[config.mk]
export PLATFORM = sky130hd
export DESIGN_NAME = url_query_redactor_core
export DESIGN_NICKNAME = d
export VERILOG_FILES = /design/src/design/urlqr_pkg.sv /design/src/design/urlqr_fifo.sv /design/src/design/urlqr_front.sv /design/src/design/urlqr_back.sv /design/src/design/url_query_redactor_core.sv
export SDC_FILE = /design/constraint.sdc
export NUM_CORES = 1
export LEC_CHECK = 0
export BUFFER_PORTS_ARGS = -buffer_cell sky130_fd_sc_hd__buf_2
export CAP_MARGIN = 20
export CORE_ASPECT_RATIO = 0.5
export CORE_MARGIN = 2
export CORE_UTILIZATION = 60
export DETAILED_ROUTE_END_ITERATION = 6
export PLACE_DENSITY = 0.79
export SYNTH_ARGS = -nofsm -noshare
export SYNTH_HDL_FRONTEND = slang
export SYNTH_HIERARCHICAL = 1
export SYNTH_SLANG_ARGS = --single-unit
[constraint.sdc]
create_clock -name clk -period 9.8 [get_ports clk]
set_input_delay 1.96 -clock clk [delete_from_list [all_inputs] [get_ports clk]]
set_output_delay 1.96 -clock clk [all_outputs]
set_load 0.05 [all_outputs]
[src/design/urlqr_pkg.sv]
// shared types, constants and byte tables of the url query redactor
`default_nettype none

package urlqr_pkg;

  localparam int SCHEME_LEN = 14;
  localparam int MARK_LEN   = 10;
  localparam int FIFO_DEPTH = 4;
  localparam int FIFO_AW    = $clog2(FIFO_DEPTH);
  localparam int FIFO_CW    = $clog2(FIFO_DEPTH + 1);
  localparam int MATCH_W    = 4;

  localparam logic [7:0] CH_QMARK = 8'h3F;

  typedef struct packed {
    logic [7:0] in_char;
    logic       end_of_text;
  } in_item_t;

  typedef struct packed {
    logic [7:0] out_char;
    logic       run_last;
  } out_item_t;

  // command from the front to the back: one byte, optionally followed by the marker
  typedef struct packed {
    logic [7:0] ch;
    logic       redact;
  } cmd_t;

  typedef enum logic [2:0] {
    MODE_SEARCH = 3'b001,
    MODE_URL    = 3'b010,
    MODE_DROP   = 3'b100
  } mode_t;

  function automatic logic [7:0] scheme_byte(input logic [MATCH_W-1:0] idx);
    logic [7:0] b;
    unique case (idx)
      4'd0:    b = "p";
      4'd1:    b = "r";
      4'd2:    b = "u";
      4'd3:    b = "s";
      4'd4:    b = "a";
      4'd5:    b = "s";
      4'd6:    b = "l";
      4'd7:    b = "i";
      4'd8:    b = "c";
      4'd9:    b = "e";
      4'd10:   b = "r";
      4'd11:   b = ":";
      4'd12:   b = "/";
      4'd13:   b = "/";
      default: b = 8'h00;
    endcase
    return b;
  endfunction

  function automatic logic [7:0] mark_byte(input logic [MATCH_W-1:0] idx);
    logic [7:0] b;
    unique case (idx)
      4'd0:    b = "<";
      4'd1:    b = "r";
      4'd2:    b = "e";
      4'd3:    b = "d";
      4'd4:    b = "a";
      4'd5:    b = "c";
      4'd6:    b = "t";
      4'd7:    b = "e";
      4'd8:    b = "d";
      4'd9:    b = ">";
      default: b = 8'h00;
    endcase
    return b;
  endfunction

  function automatic logic is_term(input logic [7:0] c);
    return (c == 8'h22) || (c == 8'h5C) || (c == 8'h20) ||
           (c == 8'h09) || (c == 8'h0D) || (c == 8'h0A);
  endfunction

endpackage

`default_nettype wire

[src/design/urlqr_fifo.sv]
// short command queue between the classifying front and the emitting back
`default_nettype none

module urlqr_fifo (
  input  wire logic          clk,
  input  wire logic          rst_n,
  input  wire logic          push,
  input  wire urlqr_pkg::cmd_t wr_cmd,
  input  wire logic          pop,
  output urlqr_pkg::cmd_t    rd_cmd,
  output logic               full,
  output logic               empty
);
  import urlqr_pkg::*;

  cmd_t               mem_r [FIFO_DEPTH];
  logic [FIFO_AW-1:0] wr_ptr_r, wr_ptr_nxt;
  logic [FIFO_AW-1:0] rd_ptr_r, rd_ptr_nxt;
  logic [FIFO_CW-1:0] count_r, count_nxt;
  logic               do_push, do_pop;

  assign full    = (count_r == FIFO_CW'(FIFO_DEPTH));
  assign empty   = (count_r == '0);
  assign do_push = push && !full;
  assign do_pop  = pop && !empty;
  assign rd_cmd  = mem_r[rd_ptr_r];

  always_comb begin
    wr_ptr_nxt = do_push ? wr_ptr_r + FIFO_AW'(1) : wr_ptr_r;
    rd_ptr_nxt = do_pop ? rd_ptr_r + FIFO_AW'(1) : rd_ptr_r;
    count_nxt  = count_r;
    if (do_push && !do_pop) begin
      count_nxt = count_r + FIFO_CW'(1);
    end else if (do_pop && !do_push) begin
      count_nxt = count_r - FIFO_CW'(1);
    end
  end

  always_ff @(posedge clk) begin
    if (!rst_n) begin
      wr_ptr_r <= '0;
      rd_ptr_r <= '0;
      count_r  <= '0;
    end else begin
      wr_ptr_r <= wr_ptr_nxt;
      rd_ptr_r <= rd_ptr_nxt;
      count_r  <= count_nxt;
    end
  end

  always_ff @(posedge clk) begin
    if (do_push) begin
      mem_r[wr_ptr_r] <= wr_cmd;
    end
  end

endmodule

`default_nettype wire

[src/design/urlqr_front.sv]
// front: scheme matching, url tracking and classification of each item
`default_nettype none

module urlqr_front (
  input  wire logic              clk,
  input  wire logic              rst_n,
  input  wire logic              accept,
  input  wire urlqr_pkg::in_item_t item,
  output logic                   cmd_push,
  output urlqr_pkg::cmd_t        cmd
);
  import urlqr_pkg::*;

  mode_t              mode_r, mode_nxt;
  logic [MATCH_W-1:0] match_r, match_nxt;
  logic [MATCH_W-1:0] m;
  logic [7:0]         c;
  logic               emit;

  assign c = item.in_char;

  always_comb begin
    mode_nxt   = mode_r;
    match_nxt  = match_r;
    emit       = 1'b0;
    cmd.ch     = c;
    cmd.redact = 1'b0;
    m          = (match_r >= MATCH_W'(SCHEME_LEN)) ? '0 : match_r;
    unique case (mode_r)
      MODE_URL: begin
        emit = 1'b1;
        if (is_term(c)) begin
          mode_nxt  = MODE_SEARCH;
          match_nxt = '0;
        end else if (c == CH_QMARK) begin
          cmd.redact = 1'b1;
          mode_nxt   = MODE_DROP;
        end
      end
      MODE_DROP: begin
        if (is_term(c)) begin
          emit      = 1'b1;
          mode_nxt  = MODE_SEARCH;
          match_nxt = '0;
        end
      end
      default: begin
        emit     = 1'b1;
        mode_nxt = MODE_SEARCH;
        if (c == scheme_byte(m)) begin
          if (m == MATCH_W'(SCHEME_LEN - 1)) begin
            mode_nxt  = MODE_URL;
            match_nxt = '0;
          end else begin
            match_nxt = m + MATCH_W'(1);
          end
        end else begin
          match_nxt = (c == scheme_byte('0)) ? MATCH_W'(1) : '0;
        end
      end
    endcase
    if (item.end_of_text) begin
      mode_nxt  = MODE_SEARCH;
      match_nxt = '0;
    end
  end

  assign cmd_push = accept && emit;

  always_ff @(posedge clk) begin
    if (!rst_n) begin
      mode_r  <= MODE_SEARCH;
      match_r <= '0;
    end else if (accept) begin
      mode_r  <= mode_nxt;
      match_r <= match_nxt;
    end
  end

endmodule

`default_nettype wire

[src/design/urlqr_back.sv]
// back: expands commands into output bytes and holds the output register
`default_nettype none

module urlqr_back (
  input  wire logic            clk,
  input  wire logic            rst_n,
  input  wire urlqr_pkg::cmd_t head,
  input  wire logic            head_empty,
  output logic                 head_pop,
  input  wire logic            out_pop,
  output logic                 out_empty,
  output urlqr_pkg::out_item_t out_data
);
  import urlqr_pkg::*;

  logic               valid_r, valid_nxt;
  out_item_t          data_r, data_nxt;
  logic               burst_r, burst_nxt;
  logic [MATCH_W-1:0] idx_r, idx_nxt;
  logic               load;

  assign out_empty = !valid_r;
  assign out_data  = data_r;
  assign load      = !valid_r || out_pop;

  always_comb begin
    valid_nxt = valid_r;
    data_nxt  = data_r;
    burst_nxt = burst_r;
    idx_nxt   = idx_r;
    head_pop  = 1'b0;
    if (load) begin
      if (burst_r) begin
        valid_nxt         = 1'b1;
        data_nxt.out_char = mark_byte(idx_r);
        data_nxt.run_last = (idx_r == MATCH_W'(MARK_LEN - 1));
        idx_nxt           = idx_r + MATCH_W'(1);
        if (idx_r == MATCH_W'(MARK_LEN - 1)) begin
          burst_nxt = 1'b0;
        end
      end else if (!head_empty) begin
        valid_nxt         = 1'b1;
        data_nxt.out_char = head.ch;
        data_nxt.run_last = !head.redact;
        head_pop          = 1'b1;
        burst_nxt         = head.redact;
        idx_nxt           = '0;
      end else begin
        valid_nxt = 1'b0;
      end
    end
  end

  always_ff @(posedge clk) begin
    if (!rst_n) begin
      valid_r <= 1'b0;
      burst_r <= 1'b0;
      idx_r   <= '0;
    end else begin
      valid_r <= valid_nxt;
      burst_r <= burst_nxt;
      idx_r   <= idx_nxt;
    end
  end

  always_ff @(posedge clk) begin
    data_r <= data_nxt;
  end

endmodule

`default_nettype wire

[src/design/url_query_redactor_core.sv]
// top level of the url query redactor: front, command queue and back
//
// usage
// - input channel is a queue write port: an item (one text byte plus an
//   end_of_text flag) is taken when in_push is high and in_full is low
// - result channel is a queue read port: while out_empty is low the oldest
//   output byte sits on out_data, and it is taken when out_pop is high
// - each item yields no byte (dropped query byte), one byte, or eleven bytes
//   ('?' followed by the marker <redacted>); run_last flags the final byte
//   of each item
// - path: the front classifies an item combinationally when it is taken and
//   writes its command into the queue; the back then loads the byte from
//   the queue into the output register, which drives out_data
// - throughput: one item per cycle while bytes pass one for one; a redaction
//   burst holds the back for the marker, dropped query bytes need no queue
//   space, other items fill the 4-entry queue and then in_full rises
// - reset (rst_n low, synchronous) clears the match state, the queue and
//   the output valid flag; in_full stays low through reset
// - if the receiver stalls, the output register holds and in_full rises once the queue fills
`default_nettype none

module url_query_redactor_core (
  input  wire logic                 clk,
  input  wire logic                 rst_n,
  input  wire logic                 in_push,
  output logic                      in_full,
  input  wire urlqr_pkg::in_item_t  in_data,
  output logic                      out_empty,
  input  wire logic                 out_pop,
  output urlqr_pkg::out_item_t      out_data
);
  import urlqr_pkg::*;

  logic accept;
  logic cmd_push;
  cmd_t cmd;
  cmd_t head;
  logic head_empty;
  logic head_pop;
  logic q_full;

  // queue full stalls the whole input, even for items that would be dropped
  assign in_full = q_full;
  assign accept  = in_push && !q_full;

  urlqr_front u_front (
    .clk      (clk),
    .rst_n    (rst_n),
    .accept   (accept),
    .item     (in_data),
    .cmd_push (cmd_push),
    .cmd      (cmd)
  );

  urlqr_fifo u_fifo (
    .clk    (clk),
    .rst_n  (rst_n),
    .push   (cmd_push),
    .wr_cmd (cmd),
    .pop    (head_pop),
    .rd_cmd (head),
    .full   (q_full),
    .empty  (head_empty)
  );

  urlqr_back u_back (
    .clk        (clk),
    .rst_n      (rst_n),
    .head       (head),
    .head_empty (head_empty),
    .head_pop   (head_pop),
    .out_pop    (out_pop),
    .out_empty  (out_empty),
    .out_data   (out_data)
  );

endmodule

`default_nettype wire

==> results of run 1 <==
worst reg2reg max path, delay by kind of cell (launching register included):
kind,cells,cell delay [ps]
buffers and inverters,1,60
AND/OR/NAND/NOR,4,1090
XOR/XNOR,1,160
flip-flops,1,510
AO/OA/AOI/OAI,2,310
adder cells (fa/ha/maj),2,650
logic make-up after synthesis:
logic type / share of synthesized area, %
and+or+nand+nor: 16.2
DFF: 50.3
muxes: 8.12
adders and majority gates: 3.13
buffers and inverters: 7.24
AOI/OAI and AO/OA: 12.7
xor gates and xnor gates: 2.28
worst min path at each step:
| stage | endpoint | slack (ps) | cells after the start |
|---|---|---|---|
| 2_1_floorplan | u_fifo/wr_ptr_r[1]$_SDFFE_PN0P_ | 470 | 2 |
| 3_3_place_gp | u_fifo/wr_ptr_r[0]$_SDFFE_PN0P_ | 480 | 2 |
| 3_5_place_dp | u_fifo/wr_ptr_r[0]$_SDFFE_PN0P_ | 510 | 2 |
| 4_1_cts | u_fifo/wr_ptr_r[1]$_SDFFE_PN0P_ | 520 | 2 |
| 5_1_grt | u_fifo/wr_ptr_r[0]$_SDFFE_PN0P_ | 530 | 2 |
| 6_report | u_fifo/wr_ptr_r[1]$_SDFFE_PN0P_ | 510 | 2 |
layout by cell type, fill, tap and decap left out, types with 3 or more instances in the layout:
cell type / instances
sky130_fd_sc_hd__a211oi_1: 3
sky130_fd_sc_hd__a21oi_1: 7
sky130_fd_sc_hd__a31o_1: 4
sky130_fd_sc_hd__and2_1: 10
sky130_fd_sc_hd__buf_2: 23
sky130_fd_sc_hd__clkbuf_16: 9
sky130_fd_sc_hd__dfxtp_1: 29
sky130_fd_sc_hd__edfxtp_1: 45
sky130_fd_sc_hd__ha_1: 8
sky130_fd_sc_hd__inv_1: 13
sky130_fd_sc_hd__mux2_1: 6
sky130_fd_sc_hd__mux2i_1: 3
sky130_fd_sc_hd__mux4_2: 9
sky130_fd_sc_hd__nand2_1: 20
sky130_fd_sc_hd__nand2b_1: 6
sky130_fd_sc_hd__nand3_1: 5
sky130_fd_sc_hd__nand4_1: 4
sky130_fd_sc_hd__nor2_1: 15
sky130_fd_sc_hd__nor2b_1: 6
sky130_fd_sc_hd__nor3_1: 5
sky130_fd_sc_hd__nor3b_1: 3
sky130_fd_sc_hd__o21ai_0: 3
sky130_fd_sc_hd__o21ai_1: 4
sky130_fd_sc_hd__o31ai_1: 3
sky130_fd_sc_hd__or3_1: 3
sky130_fd_sc_hd__or4_1: 4
sky130_fd_sc_hd__xnor2_1: 7
sky130_fd_sc_hd__xor2_1: 3
final cells by class:
| type | instances | area, µm² |
|---|---|---|
| Inverter | 15 | 56.3 |
| Clock buffer | 10 | 239 |
| Multi-Input combinational cell | 202 | 1630 |
| Tap cell | 88 | 110 |
| Fill cell | 469 | 2000 |
| Sequential cell | 74 | 1930 |
| Clock inverter | 6 | 47.5 |
| Timing Repair Buffer | 23 | 115 |
metal layers:
layer | vias up | part of all wire, %
li1 | 1197 | -
met5 | - | 0
met1 | 1221 | 46
met3 | 10 | 5.0
met2 | 62 | 48
met4 | 0 | 0.97
stage by stage:
step / cell area, µm² / util (%)
floorplan: 3840 / -
global placement: 3840 / 62.7
detailed placement: 3840 / 62.7
CTS: 4130 / 67.3
global route: 4130 / 67.3
finish: 4130 / 67.3
power by group:
group | internal (mW) | switching [mW] | leakage [nW]
combinational | 0.126 | 0.226 | 0.635
sequential | 0.412 | 0.0474 | 0.656
clock | 0.180 | 0.130 | 0.136
==> flow_summary.yaml, run 1 <==
job:
  drv.max_cap_violation_count: 0
synth:
  synthFlopType: "sky130_fd_sc_hd__edfxtp_1"
  synthMostInstantiatedCell: "sky130_fd_sc_hd__edfxtp_1"
  ys_async_sr_fraction_pct: 0
  seq_area_frac_synth_pct: 50.3
  synth_top_area_cell: "sky130_fd_sc_hd__edfxtp_1"
  synth_top_area_share_pct: 35.2
  synth_cells: 320
  synth-seq-cells: 74
  synth_cell_type_count: 81
  synthesis.nets: 342
  yosysWarnings: 6
  avgSynthCellArea_um2: 12.0
  post_synth_instance_area_mm2: 0.00384
  post_synth_edffs: 45
  synth_commonest_cells: "45 x sky130_fd_sc_hd__edfxtp_1, 29 x sky130_fd_sc_hd__dfxtp_1, 20 x sky130_fd_sc_hd__nand2_1"
  synth.area.top_cells: "sky130_fd_sc_hd__edfxtp_1 35%, sky130_fd_sc_hd__dfxtp_1 15%, sky130_fd_sc_hd__mux4_2 5.3%"
clocking:
  clk_pin_slew_worst_paths_ps: 60
  cts-hold-fix-buffers: 0
  post-cts-setup-buffers: 0
  cts_max_level: 3
  cts_tree: "yes"
  post_cts_resize_count: 0
  clock-root-buffer: "sky130_fd_sc_hd__clkbuf_16"
  insertion_delay_ps: 330
  cts_max_path_buffers: 2
  cts_sinks: 74
  cts_made_buffers: 9
sta:
  final-setup-viol-count: 0
  post-route-worst-setup-slack_ps: 5090
  finalSetupTns_ps: 0
  period_needed_ps: 4710
  skew_ps: 5.22
  fin_hold_ws_ps: 513
  report.final.slew_viol_count: 0
  final_min_period_over_clock_period_pct: 48.1
  unrepaired_setup_endpoints_after_global_routing: "false"
  slew_headroom_pct: 41.2
  achievable-frequency_mhz: 212
  worst_slew_pin_slew_ps: 875
  hold_viol: 0
setup_path:
  critical_path.reg2reg.endpoint: "u_fifo/count_r[2]$_SDFFE_PN0P_"
  reg2regPathDepth: 10
  critical_path.n_buffers_inverters: 2
  path_delay_family: "simple AND/OR/NAND/NOR gates"
  cp-endpoint: "u_fifo/count_r[2]$_SDFFE_PN0P_"
  critical_path_s_slowest_cell: "sky130_fd_sc_hd__or4_1"
  worstSetupStartpointType: "input pin"
  timing_worst_setup_path_type: "in2reg"
  slowest_delay_ps: 450
  critPathLaunch: "in_data[8]"
  critPathCaptureType: "flip-flop"
  cp_data_arrival_time_ps: 4980
  data_required_time_at_the_worst_endpoint_ps: 10070
  crit_path_max_fanout: 7
  timing.rr.start: "u_fifo/count_r[0]$_SDFFE_PN0P_"
  path_cells: "buf_2 -> nand2b_1 -> or4_1 -> nor3_1 -> nor2_1 -> a21boi_0 -> nor2b_1 -> ha_1 -> inv_1 -> fa_1 -> xor2_1 -> or3_1 -> a21boi_1"
  timing.critical_path.depth: 13
  worst-r2r-setup-slack_ps: 6940
power_and_ir_drop:
  power_density_mw_per_mm2: 271
  irDropWorstVdd_mv: 0.103
  power.total_mw: 1.12
  power.static_leakage_nw: 1.43
global_route:
  grt.busiest_layer: "met2"
  overflow: 0
  use_met1_pct: 29.2
  wire_length_of_the_first_global_routing_pass_um: 11700
  number_of_global_route_vias_before_repair: 2387
  grt_use_total_pct: 22.7
  grtUsageMet3_pct: 7.59
  grt_max_degree: 32
  grt_met2_use_pct: 37.7
  grt_antenna_before_repair: 0
finish:
  design.final.nets: 347
  n_antenna_cell: 0
  finish.cell_count_without_fillers: 418
  final_layout_size_suffix_gt1_share_pct: 21.5
  area_growth_pct: 7.56
floorplanning:
  die_width_um: 117
  floorplan.initialDensity_pct: 62.6
  die_footprint_mm2: 0.00709
  floorplan.core_area_mm2: 0.00613
  num_rows: 20
  dieHeight_um: 60.6
  i_o_pin_count: 24
status:
  status: "finished clean"
worst_hold_path:
  min-delay-path-class: "reg2reg"
  min-delay-start: "u_fifo/wr_ptr_r[1]$_SDFFE_PN0P_"
detailed_routing:
  wl_um: 7240
  wl_per_cell_um: 17.3
  via_per_inst: 5.96
  via_count: 2490
  drtPass1Iterations: 5
  route.antenna.remaining_nets: 0
  drc: 0
  drt_iter0_drc: 172
place:
  io_buffer_count: 23
  dp_slack_ps: 4810
  placed_cells: 402
  detailed_place_hpwl_um: 4970
  gp_congestion: 0.896
Power figures use the tool's default switching activity.
==> inputs of run 2 (changes only) <==
--- a/config.mk
+++ b/config.mk
@@ -5,6 +5,7 @@
 export SDC_FILE = /design/constraint.sdc
 export NUM_CORES = 1
 export LEC_CHECK = 0
+export ABC_AREA = 1
 export BUFFER_PORTS_ARGS = -buffer_cell sky130_fd_sc_hd__buf_2
 export CAP_MARGIN = 20
 export CORE_ASPECT_RATIO = 0.5
==> constraint.sdc (replaced) <==
create_clock -name clk -period 4.9 [get_ports clk]
set_input_delay 0.98 -clock clk [delete_from_list [all_inputs] [get_ports clk]]
set_output_delay 0.98 -clock clk [all_outputs]
set_load 0.05 [all_outputs]
==> run 2 against run 1 <==
Via count up 17%. Sequential cell count stayed put. Synthesized cell count is 44% higher. Wire length fell by 3.5%. Power grew 120%. Cell area up 2.5%. Sequential share of layout area is 1.2 points lower. Clock skew up 4.9 ps. Combinational power rose to 2.5 times the previous value. Worst setup slack got worse by 3100 ps.
==> flow_summary.yaml, run 2 <==
status:
  status: "finished clean"
setup_path:
  critPathCaptureType: "flip-flop"
  data_required_time_at_the_worst_endpoint_ps: 5120
  worst-r2r-setup-slack_ps: 2550
  cp_data_arrival_time_ps: 3120
  worstSetupStartpointType: "input pin"
  crit_path_max_fanout: 8
  critPathLaunch: "in_data[8]"
  cp-endpoint: "u_fifo/count_r[2]$_SDFFE_PN0P_"
  reg2regPathDepth: 17
  critical_path.reg2reg.endpoint: "u_fifo/count_r[2]$_SDFFE_PN0P_"
  timing.rr.start: "u_fifo/count_r[0]$_SDFFE_PN0P_"
  timing_worst_setup_path_type: "in2reg"
sta:
  hold_viol: 0
  finalSetupTns_ps: 0
  worst_slew_pin_slew_ps: 867
  fin_hold_ws_ps: 493
  achievable-frequency_mhz: 345
  skew_ps: 10.1
  final-setup-viol-count: 0
  report.final.slew_viol_count: 0
  unrepaired_setup_endpoints_after_global_routing: "false"
  slew_headroom_pct: 42.0
  period_needed_ps: 2890
  final_min_period_over_clock_period_pct: 59.1
synth:
  synth_cell_type_count: 35
  post_synth_edffs: 45
  synthesis.nets: 483
  yosysWarnings: 6
  synthFlopType: "sky130_fd_sc_hd__edfxtp_1"
  synth_top_area_cell: "sky130_fd_sc_hd__edfxtp_1"
  avgSynthCellArea_um2: 8.38
  post_synth_instance_area_mm2: 0.00386
  synth-seq-cells: 74
  seq_area_frac_synth_pct: 50.0
  synth.area.top_cells: "sky130_fd_sc_hd__edfxtp_1 35%, sky130_fd_sc_hd__dfxtp_1 15%, sky130_fd_sc_hd__nand2_1 10%"
  synth_commonest_cells: "105 x sky130_fd_sc_hd__nand2_1, 65 x sky130_fd_sc_hd__inv_1, 54 x sky130_fd_sc_hd__nor2_1"
  ys_async_sr_fraction_pct: 0
  synthMostInstantiatedCell: "sky130_fd_sc_hd__nand2_1"
  synth_top_area_share_pct: 35.0
  synth_cells: 461
global_route:
  grt_use_total_pct: 21.7
  grt_antenna_before_repair: 0
  grt_max_degree: 20
  wire_length_of_the_first_global_routing_pass_um: 11600
  overflow: 0
  number_of_global_route_vias_before_repair: 2568
power_and_ir_drop:
  irDropWorstVdd_mv: 0.293
  power.total_mw: 2.44
  power_density_mw_per_mm2: 576
  power.static_leakage_nw: 1.91
place:
  placed_cells: 557
  io_buffer_count: 23
  detailed_place_hpwl_um: 5050
  gp_congestion: 0.952
floorplanning:
  i_o_pin_count: 24
  die_footprint_mm2: 0.00713
  dieHeight_um: 60.7
  floorplan.initialDensity_pct: 62.7
  floorplan.core_area_mm2: 0.00616
  die_width_um: 117
  num_rows: 20
detailed_routing:
  wl_per_cell_um: 12.2
  route.antenna.remaining_nets: 0
  drc: 0
  via_count: 2918
  drtPass1Iterations: 4
  wl_um: 6990
  via_per_inst: 5.09
  drt_iter0_drc: 258
clocking:
  post-cts-setup-buffers: 0
  clock-root-buffer: "sky130_fd_sc_hd__clkbuf_16"
  post_cts_resize_count: 0
  clk_pin_slew_worst_paths_ps: 60
  cts_max_path_buffers: 2
  insertion_delay_ps: 330
  cts_made_buffers: 9
  cts-hold-fix-buffers: 0
  cts_max_level: 3
  cts_tree: "yes"
  cts_sinks: 74
finish:
  finish.cell_count_without_fillers: 573
  area_growth_pct: 9.62
  n_antenna_cell: 0
  final_layout_size_suffix_gt1_share_pct: 16.9
  design.final.nets: 502
  layout_commonest_cell: "sky130_fd_sc_hd__nand2_1"
  most_used_cells_in_the_layout_excluding_fill_and_tap_cells: "105 x sky130_fd_sc_hd__nand2_1, 65 x sky130_fd_sc_hd__inv_1, 54 x sky130_fd_sc_hd__nor2_1, 45 x sky130_fd_sc_hd__edfxtp_1, 32 x sky130_fd_sc_hd__nand3_1"
worst_hold_path:
  min-delay-path-class: "reg2reg"
job:
  drv.max_cap_violation_count: 0
==> run 2: logic make-up (layout without fill, tap and decap cells) <==
logic type / count (synthesis) / count (layout) / synth area share (%)
compound gates: 52 / 52 / 7.64
flops: 74 / 74 / 50.0
simple gates: 234 / 234 / 28.0
fa+ha+maj: 9 / 9 / 3.11
xor+xnor: 1 / 1 / 0.227
buf+inv: 91 / 115 / 11.0
==> run 2: worst min-delay path by stage <==
stage	start	endpoint	slack, ps	depth (start not counted)
finish	u_fifo/rd_ptr_r[0]$_SDFFE_PN0P_	u_fifo/rd_ptr_r[0]$_SDFFE_PN0P_	490	2
global route	u_fifo/rd_ptr_r[0]$_SDFFE_PN0P_	u_fifo/rd_ptr_r[0]$_SDFFE_PN0P_	510	2
CTS	u_fifo/rd_ptr_r[0]$_SDFFE_PN0P_	u_fifo/rd_ptr_r[0]$_SDFFE_PN0P_	500	2
detailed placement	u_fifo/rd_ptr_r[0]$_SDFFE_PN0P_	u_fifo/rd_ptr_r[0]$_SDFFE_PN0P_	490	2
global placement	flip-flop	u_back/out_data[7]$_DFFE_PN_	490	2
floorplan	u_fifo/rd_ptr_r[1]$_SDFFE_PN0P_	flip-flop	460	2
==> run 2: critical path, cell delays in order <==
cell and delay (ps):
sky130_fd_sc_hd__buf_2 140, sky130_fd_sc_hd__inv_1 80, sky130_fd_sc_hd__nand2_1 70, sky130_fd_sc_hd__nor3_1 230, sky130_fd_sc_hd__nand4_1 120, sky130_fd_sc_hd__nand3_1 150, sky130_fd_sc_hd__o21ai_0 90, sky130_fd_sc_hd__inv_1 140
sky130_fd_sc_hd__nand2_4 80, sky130_fd_sc_hd__inv_2 80, sky130_fd_sc_hd__ha_1 170, sky130_fd_sc_hd__inv_1 70, sky130_fd_sc_hd__fa_1 380, sky130_fd_sc_hd__inv_1 60, sky130_fd_sc_hd__nand2_1 40, sky130_fd_sc_hd__nand3_1 80
sky130_fd_sc_hd__nand2_1 60, sky130_fd_sc_hd__nand2_1 50, sky130_fd_sc_hd__nor2_1 40
==> run 2: per-layer routing <==
metal	global-route usage, %	vias to the layer above	wire length, µm
li1	-	1526	-
met1	28.3	1299	3390
met2	35.3	83	3050
met3	6.48	10	434
met4	8.78	0	106
met5	0	-	0
==> run 2: final cells by class <==
| class | count | area (µm²) |
|---|---|---|
| clock buffers | 10 | 239 |
| clock inverters | 6 | 38.8 |
| inverters | 76 | 294 |
| well taps | 88 | 110 |
| repair buffers | 23 | 115 |
| flip-flops and latches | 74 | 1930 |
| multi-input cells | 296 | 1510 |
| fillers | 474 | 1920 |
==> run 2: stage by stage <==
step | worst slack, ps | utilization (%) | instance area, µm²
5_1_grt | 1890 | 68.8 | 4230
2_1_floorplan | 2150 | - | 3860
4_1_cts | 2090 | 68.8 | 4230
6_report | 2010 | 68.8 | 4230
3_5_place_dp | 1750 | 64.3 | 3960
3_3_place_gp | 1890 | 64.3 | 3960
==> run 2: where the power goes <==
part	internal, mW	switching (mW)
clock	0.356	0.239
combinational	0.260	0.633
sequential	0.850	0.102
total	1.47	0.975
